## config.mk

```make
export PLATFORM = sky130hd
export DESIGN_NAME = ail_ctrl
export DESIGN_NICKNAME = d
export VERILOG_FILES = /design/src/ail_pkg.sv /design/src/ail_ctrl.sv
export SDC_FILE = /design/constraint.sdc
export NUM_CORES = 1
export LEC_CHECK = 0
export BUFFER_PORTS_ARGS = -buffer_cell sky130_fd_sc_hd__buf_2
export CORE_UTILIZATION = 45
export DETAILED_ROUTE_END_ITERATION = 7
export PLACE_DENSITY_LB_ADDON = 0.12
export SYNTH_ARGS = -nofsm -noshare
export SYNTH_HDL_FRONTEND = slang
export SYNTH_SLANG_ARGS = --single-unit
```

## constraint.sdc

```tcl
create_clock -name i_clk -period 2.44 [get_ports i_clk]
set_clock_uncertainty 0.05 [all_clocks]
set_input_delay 0.122 -clock i_clk [delete_from_list [all_inputs] [get_ports i_clk]]
set_output_delay 0.122 -clock i_clk [all_outputs]
set_load 0.01 [all_outputs]
```

## src/ail_pkg.sv

```systemverilog
// Shared types and constants of the lease-based identifier allocator.
// Used by ail_ctrl, ail_dp and the top level.
`timescale 1ns / 1ps
`default_nettype none
package ail_pkg;

    localparam int ID_W   = 16;
    localparam int TIME_W = 40;
    localparam int LEASE_W = 32;
    localparam int CNT32_W = 32;
    localparam int THR_W  = 20;
    localparam int POL_W  = 40;
    localparam int CIDX_W = 3;

    localparam logic [TIME_W-1:0]  TIME_MAX  = {TIME_W{1'b1}};
    localparam logic [CNT32_W-1:0] COUNT_MAX = {CNT32_W{1'b1}};
    localparam logic [11:0]        SEC_PER_HOUR = 12'd3600;
    localparam logic [8:0]         Q8_ONE = 9'd256;

    localparam logic [ID_W-1:0]    RST_FIRST_ID  = 16'd0;
    localparam logic [ID_W-1:0]    RST_LAST_ID   = 16'd255;
    localparam logic [LEASE_W-1:0] RST_DEFAULT   = 32'd86400;
    localparam logic [LEASE_W-1:0] RST_MIN       = 32'd60;
    localparam logic [LEASE_W-1:0] RST_MAX       = 32'd86400;
    localparam logic [LEASE_W-1:0] RST_WINDOW    = 32'd3600;
    localparam logic [THR_W-1:0]   RST_THRESHOLD = 20'd60;
    localparam logic [POL_W-1:0]   RST_POLICY    = 40'd68753241191;

    typedef enum logic [CIDX_W-1:0] {
        CFG_FIRST_ID  = 3'd0,
        CFG_LAST_ID   = 3'd1,
        CFG_DEFAULT   = 3'd2,
        CFG_MIN       = 3'd3,
        CFG_MAX       = 3'd4,
        CFG_WINDOW    = 3'd5,
        CFG_THRESHOLD = 3'd6,
        CFG_POLICY    = 3'd7
    } t_cfg_idx;

    typedef enum logic [1:0] {
        ACT_ALLOC   = 2'd0,
        ACT_RELEASE = 2'd1,
        ACT_TOUCH   = 2'd2,
        ACT_CLEAN   = 2'd3
    } t_action;

    typedef enum logic [3:0] {
        S_IDLE,
        S_DISPATCH,
        S_PURGE,
        S_WIN,
        S_RATE,
        S_MUL1,
        S_MUL2,
        S_CLAMP,
        S_SEARCH0,
        S_SEARCH,
        S_SEARCH_CHK,
        S_GRANT,
        S_FIND,
        S_FIND_CHK,
        S_TOUCH,
        S_DONE
    } t_state;

    typedef struct packed {
        logic latch;
        logic pass_start;
        logic purge_en;
        logic search_en;
        logic find_en;
        logic lease_def;
        logic win_upd;
        logic rate_mul;
        logic lease_m1;
        logic lease_m2;
        logic lease_clamp;
        logic cand_init;
        logic grant;
        logic release_slot;
        logic touch_mul;
        logic touch_wr;
        logic set_ok;
        logic out_load;
    } t_cmd;

    typedef struct packed {
        logic    in_valid;
        t_action act;
        logic    pool_empty;
        logic    adaptive;
        logic    pass_last;
        logic    hit;
        logic    cand_over;
        logic    free_found;
        logic    match;
        logic    out_free;
    } t_status;

endpackage
`default_nettype wire

```

## src/ail_ctrl.sv

```systemverilog
// Controller state machine of the allocator: sequences passes and arithmetic steps.
// Depends on ail_pkg; drives ail_dp through t_cmd and reads t_status.
`timescale 1ns / 1ps
`default_nettype none
module ail_ctrl (
    input  wire logic            i_clk,
    input  wire logic            i_rst_n,
    input  wire ail_pkg::t_status i_status,
    output ail_pkg::t_cmd        o_cmd,
    output logic                 o_idle
);
    import ail_pkg::*;

    t_state r_state, n_state;

    always_ff @(posedge i_clk) begin
        if (!i_rst_n) begin
            r_state <= S_IDLE;
        end else begin
            r_state <= n_state;
        end
    end

    always_comb begin
        n_state = r_state;
        o_cmd   = '0;
        o_idle  = 1'b0;
        case (r_state)
            S_IDLE: begin
                o_idle = 1'b1;
                if (i_status.in_valid) begin
                    o_cmd.latch = 1'b1;
                    n_state = S_DISPATCH;
                end
            end
            S_DISPATCH: begin
                case (i_status.act)
                    ACT_ALLOC: begin
                        if (i_status.pool_empty) begin
                            n_state = S_DONE;
                        end else begin
                            o_cmd.pass_start = 1'b1;
                            n_state = S_PURGE;
                        end
                    end
                    ACT_CLEAN: begin
                        o_cmd.pass_start = 1'b1;
                        n_state = S_PURGE;
                    end
                    default: begin
                        o_cmd.pass_start = 1'b1;
                        n_state = S_FIND;
                    end
                endcase
            end
            S_PURGE: begin
                o_cmd.purge_en = 1'b1;
                if (i_status.pass_last) begin
                    if (i_status.act == ACT_CLEAN) begin
                        o_cmd.set_ok = 1'b1;
                        n_state = S_DONE;
                    end else if (i_status.adaptive) begin
                        n_state = S_WIN;
                    end else begin
                        o_cmd.lease_def = 1'b1;
                        n_state = S_SEARCH0;
                    end
                end
            end
            S_WIN: begin
                o_cmd.win_upd = 1'b1;
                n_state = S_RATE;
            end
            S_RATE: begin
                o_cmd.rate_mul = 1'b1;
                n_state = S_MUL1;
            end
            S_MUL1: begin
                o_cmd.lease_m1 = 1'b1;
                n_state = S_MUL2;
            end
            S_MUL2: begin
                o_cmd.lease_m2 = 1'b1;
                n_state = S_CLAMP;
            end
            S_CLAMP: begin
                o_cmd.lease_clamp = 1'b1;
                n_state = S_SEARCH0;
            end
            S_SEARCH0: begin
                if (!i_status.free_found) begin
                    n_state = S_DONE;
                end else begin
                    o_cmd.cand_init  = 1'b1;
                    o_cmd.pass_start = 1'b1;
                    n_state = S_SEARCH;
                end
            end
            S_SEARCH: begin
                o_cmd.search_en = 1'b1;
                if (i_status.pass_last) begin
                    n_state = S_SEARCH_CHK;
                end
            end
            S_SEARCH_CHK: begin
                if (i_status.cand_over) begin
                    n_state = S_DONE;
                end else if (i_status.hit) begin
                    o_cmd.pass_start = 1'b1;
                    n_state = S_SEARCH;
                end else begin
                    n_state = S_GRANT;
                end
            end
            S_GRANT: begin
                o_cmd.grant = 1'b1;
                n_state = S_DONE;
            end
            S_FIND: begin
                o_cmd.find_en = 1'b1;
                if (i_status.pass_last) begin
                    n_state = S_FIND_CHK;
                end
            end
            S_FIND_CHK: begin
                if (!i_status.match) begin
                    n_state = S_DONE;
                end else if (i_status.act == ACT_RELEASE) begin
                    o_cmd.release_slot = 1'b1;
                    n_state = S_DONE;
                end else begin
                    o_cmd.touch_mul = 1'b1;
                    n_state = S_TOUCH;
                end
            end
            S_TOUCH: begin
                o_cmd.touch_wr = 1'b1;
                n_state = S_DONE;
            end
            S_DONE: begin
                if (i_status.out_free) begin
                    o_cmd.out_load = 1'b1;
                    n_state = S_IDLE;
                end
            end
            default: begin
                n_state = S_IDLE;
            end
        endcase
    end

endmodule
`default_nettype wire

```

### Word-level counts from Yosys, hierarchy flattened

Cells that the tools add are included.

* register bits after elaboration: 4
* latch bits: 0
* memory bits (writable): 0
* ROM bits: 0
* output and inout port bits: 19
* word-level logic and storage cells: 75
* memories kept: 0

* add/subtract/negate cells: 0
* $mul: 0
* divide/modulo/power cells: 0
* $lt $le $gt $ge: 0
* eq/ne operators: 22
* shifts and indexed selects: 0
* mux-type cells: 48
* bitwise logic cells: 0
* reductions and logical operators: 4

Operators with widths (number)
* 4-bit case mux with 15 select lines: 1
* 4-bit two-way mux: 10
* 4-bit equality test (second input constant): 8
* 1-bit two-way mux: 31
* 4-bit by 3-bit equality test with 1-bit output (second input constant): 4
* 2-bit inequality test (second input constant): 5
* 4-bit by 2-bit equality test with 1-bit output (second input constant): 2
* 4-bit case mux with 2 select lines: 1
* 2-bit two-way mux: 3
* 5-bit AND reduction: 1
* 4-bit by 1-bit equality test with 1-bit output (second input constant): 1
* 4-bit logical NOT: 1
* 3-bit two-way mux: 1
* 1-bit case mux with 3 select lines: 1
* 2-bit by 1-bit equality test with 1-bit output (second input constant): 1
* 2-bit equality test (second input constant): 1
* 2-bit logical NOT: 1
* 2-bit OR reduction: 1

### Depth between registers and ports, before layout

* depth after elaboration: 4
* gate-level depth with buffers: 7
* gate-level depth less buffers: 7

### Least setup slack after synthesis

OpenSTA, ideal clock, no wires.

* path kind: reg-to-output
* start point: register r_state[2]
* end point: output o_cmd[17] (netlist name)
* data arrival time: 1.339 ns
* required time: 2.268 ns
* setup slack: 0.929 ns
* stages on the path, launching flop included: 5
* path buffers: 2
* cell sequence: dfxtp_1 buf_4 buf_2 nor4_1 and2_1

RTL lines
* start: declaration: line ail_ctrl.sv:14 `t_state r_state, n_state;`
* start signal: assignment: line ail_ctrl.sv:20 `r_state <= n_state;`
* end: declaration: line ail_ctrl.sv:9 `output ail_pkg::t_cmd o_cmd,`

==> impl_results.md <==
* Final routed DRC violation total at 0
* Post-CTS Hold Buffers at 0
* Outcome: finished, final reports clean
* Antenna violations before repair at 0
* Wire length of the first global-routing pass at between 3000 and 4000 um
* GP Congestion at 0.8158
* Final setup fails at 0
* First-pass DRT Iterations at 5
* Worst relative slew slack at a little under half
* Min-delay src: i_rst_n
* Worst EP required at roughly 2.3 ns
* Starting Density at between 40% and 50%
* ANT cells at 0
* Die height at 42.40 um
* Worst-skew pair later-pin latency at 0.24 ns
* CTS tree: done
* FF-to-FF End: r_state[0]
* Total GRT Usage at 22.61%
* Iter 0 DRT Violations at 18
* Cell taking the most area after synthesis: nor2_1
* Reg2reg path depth at 5
* Placement Rows at 14
* Period minus WS final at 2.052 ns
* Post-CTS sizing at 0
* Clock Path Buffers at 2
* Clock sink count at 4
* R2R Setup Slk at roughly 0.55 ns
* Main synth FF type: dfxtp_1
* Fraction of layout cells with a size suffix above 1 at between 20% and 30%
* Top flop regs: r_state x4
* CP Class: register to output pin
* CP Max Fanout at 18
* Worst-path clk slew at 0.04 ns
* Main area contributors after synthesis: nor2_1, dfxtp_1, ha_1, nand2b_1, nand2_1
* Reg-to-Reg Start: r_state[3]
* Async SR Flop Fraction at 0%
* Endpoint class of the critical path: output pin
* Crit path DAT at 1.88 ns
* Setup bufs post-CTS at 0
* Hold Worst Slack at 0.1199 ns
* IO Count at 32
* YS warnings at 0
* H-tree Lvls at 1
* DP Wirelength at 1425 um
* Die width at roughly 42 um
* Synthesized area per cell at between 6 and 7 um2
* Max Clock Freq at around 0.5 GHz
* Hold endpoint: r_state[0]
* WL/cell at approximately 12 um
* Vias in the first global route at between 600 and 700
* CTS Buf Count at 3
* CTS root buffer: clkbuf_4
* Actual slew at the worst max-slew pin at about 0.79 ns
* Number of synthesized flops with an enable pin at 0
* Syn Nets at roughly 130
* DRT antenna net count at 0
* Remaining Overflow, GRT at 0
* Max reg flops at 4
* Vias/cell at between 5 and 6
* Seq cells post-synth at 4
* Yosys cell types at between 40 and 50
* Post-synthesis cell count at 110
* Biggest register: r_state
* Setup_tns at 0 ns
* Max-Cap Viols at 0
* Synth top area share at roughly 11%
* Synth Cell Area at about 730 um2
* WL final at about 1900 um
* Die Area at between 0.0015 and 0.002 mm2
* Unrepaired setup endpoints after global routing: no
* Leakage power at around 0.45 nW
* Vias at 869
* Final slew viol count at 0
* Nets@finish at ~150
* Fin crit share at between 80% and 90%
* Core ar. at around 0.0015 mm2
* PD cells at about 460 mW/mm2
* Syn-to-layout area delta at 19.25%
* Power, Total at approximately 0.41 mW
* Largest net degree at the start of global routing at 25
* Worst Hold Depth at 3
* CP startpoint kind: register
* Final hold vios at 0
* Maximum vdd ir drop at approximately 0.00025 V
* # port buffers at 31
* Post-synthesis sequential area ratio at 10.90%
* Hold Crit Class: input pin to register
## cell families after synthesis
group	Yosys count	share of synthesized area, %
AOI/OAI and AO/OA	27	28.11
xor gates and xnor gates	1	1.193
adders and majority gates	3	5.111
buffers and inverters	15	11.75
DFF	4	10.90
muxes	3	4.089
and+or+nand+nor	57	38.85
## cells in the mapped netlist, types with 2 or more instances
library cell / count
nand2_1: 9
a21oi_1: 4
buf_6: 2
nor3_1: 2
nand2b_1: 6
o31ai_1: 2
inv_1: 6
buf_2: 3
mux2i_1: 3
ha_1: 3
buf_4: 3
nand4_1: 2
nand3_1: 2
nand3b_1: 2
and3_1: 3
nor2_1: 22
o21ai_0: 4
dfxtp_1: 4
## where the power goes
group | switching [mW] | internal, mW | total [mW]
combinational | 0.112 | 0.0965 | 0.208
sequential | 0.0395 | 0.0738 | 0.113
clock | 0.0299 | 0.0552 | 0.0851
total | 0.181 | 0.225 | 0.406
## cell type report
type | instances | area, um2
Clock buffer | 3 | 22.52
Fill cell | 161 | 648.1
Inverter | 6 | 22.52
Multi-Input combinational cell | 91 | 568.0
Sequential cell | 4 | 80.08
Tap cell | 16 | 20.02
Timing Repair Buffer | 32 | 162.7
## how the worst max path moves through the flow
| stage | slack, ns | start | cells after the start | to |
|---|---|---|---|---|
| 2_1_floorplan | 0.93 | r_state[2] | 4 | o_cmd[17] |
| 3_3_place_gp | 0.63 | r_state[0] | 4 | o_cmd[16] |
| 3_5_place_dp | 0.59 | r_state[3] | 5 | r_state[0] |
| 4_1_cts | 0.41 | r_state[3] | 4 | o_cmd[16] |
| 5_1_grt | 0.24 | r_state[3] | 4 | o_cmd[3] |
| 6_report | 0.39 | r_state[0] | 4 | o_cmd[16] |
## worst max-delay path, stage by stage, from the launching register on
cell and delay [ns]:
dfxtp_1 0.72, nor2_1 0.18, and3_1 0.24, or3_1 0.35, buf_2 0.14
## per-stage QoR
| stage | utilization, % | cells | cell area (um2) | worst slack [ns] |
|---|---|---|---|---|
| floorplan | - | 110 | 734.5 | 0.9287 |
| global placement | 55.99 | 149 | 853.3 | 0.6301 |
| detailed placement | 55.99 | 149 | 853.3 | 0.5944 |
| CTS | 57.47 | 152 | 875.8 | 0.4119 |
| global route | 57.47 | 152 | 875.8 | 0.2417 |
| finish | 57.47 | 152 | 875.8 | 0.3880 |
## metal layers
metal | vias to the layer above | GRT usage (%) | share of wire, %
li1 | 444 | - | -
met1 | 391 | 30.39 | 46
met2 | 30 | 35.38 | 48
met3 | 4 | 3.017 | 4.5
met4 | 0 | 10.63 | 0.90
met5 | - | 0 | 0
## cells in the final DEF (no fill, tap or decap), types with 3 or more instances in the layout
cell	n
a21oi_1	4
and3_1	3
buf_2	31
clkbuf_4	3
dfxtp_1	4
ha_1	3
inv_1	6
mux2i_1	3
nand2_1	9
nand2b_1	6
nor2_1	22
o21ai_0	4
Note: power is estimated with default switching activity, not from simulation.
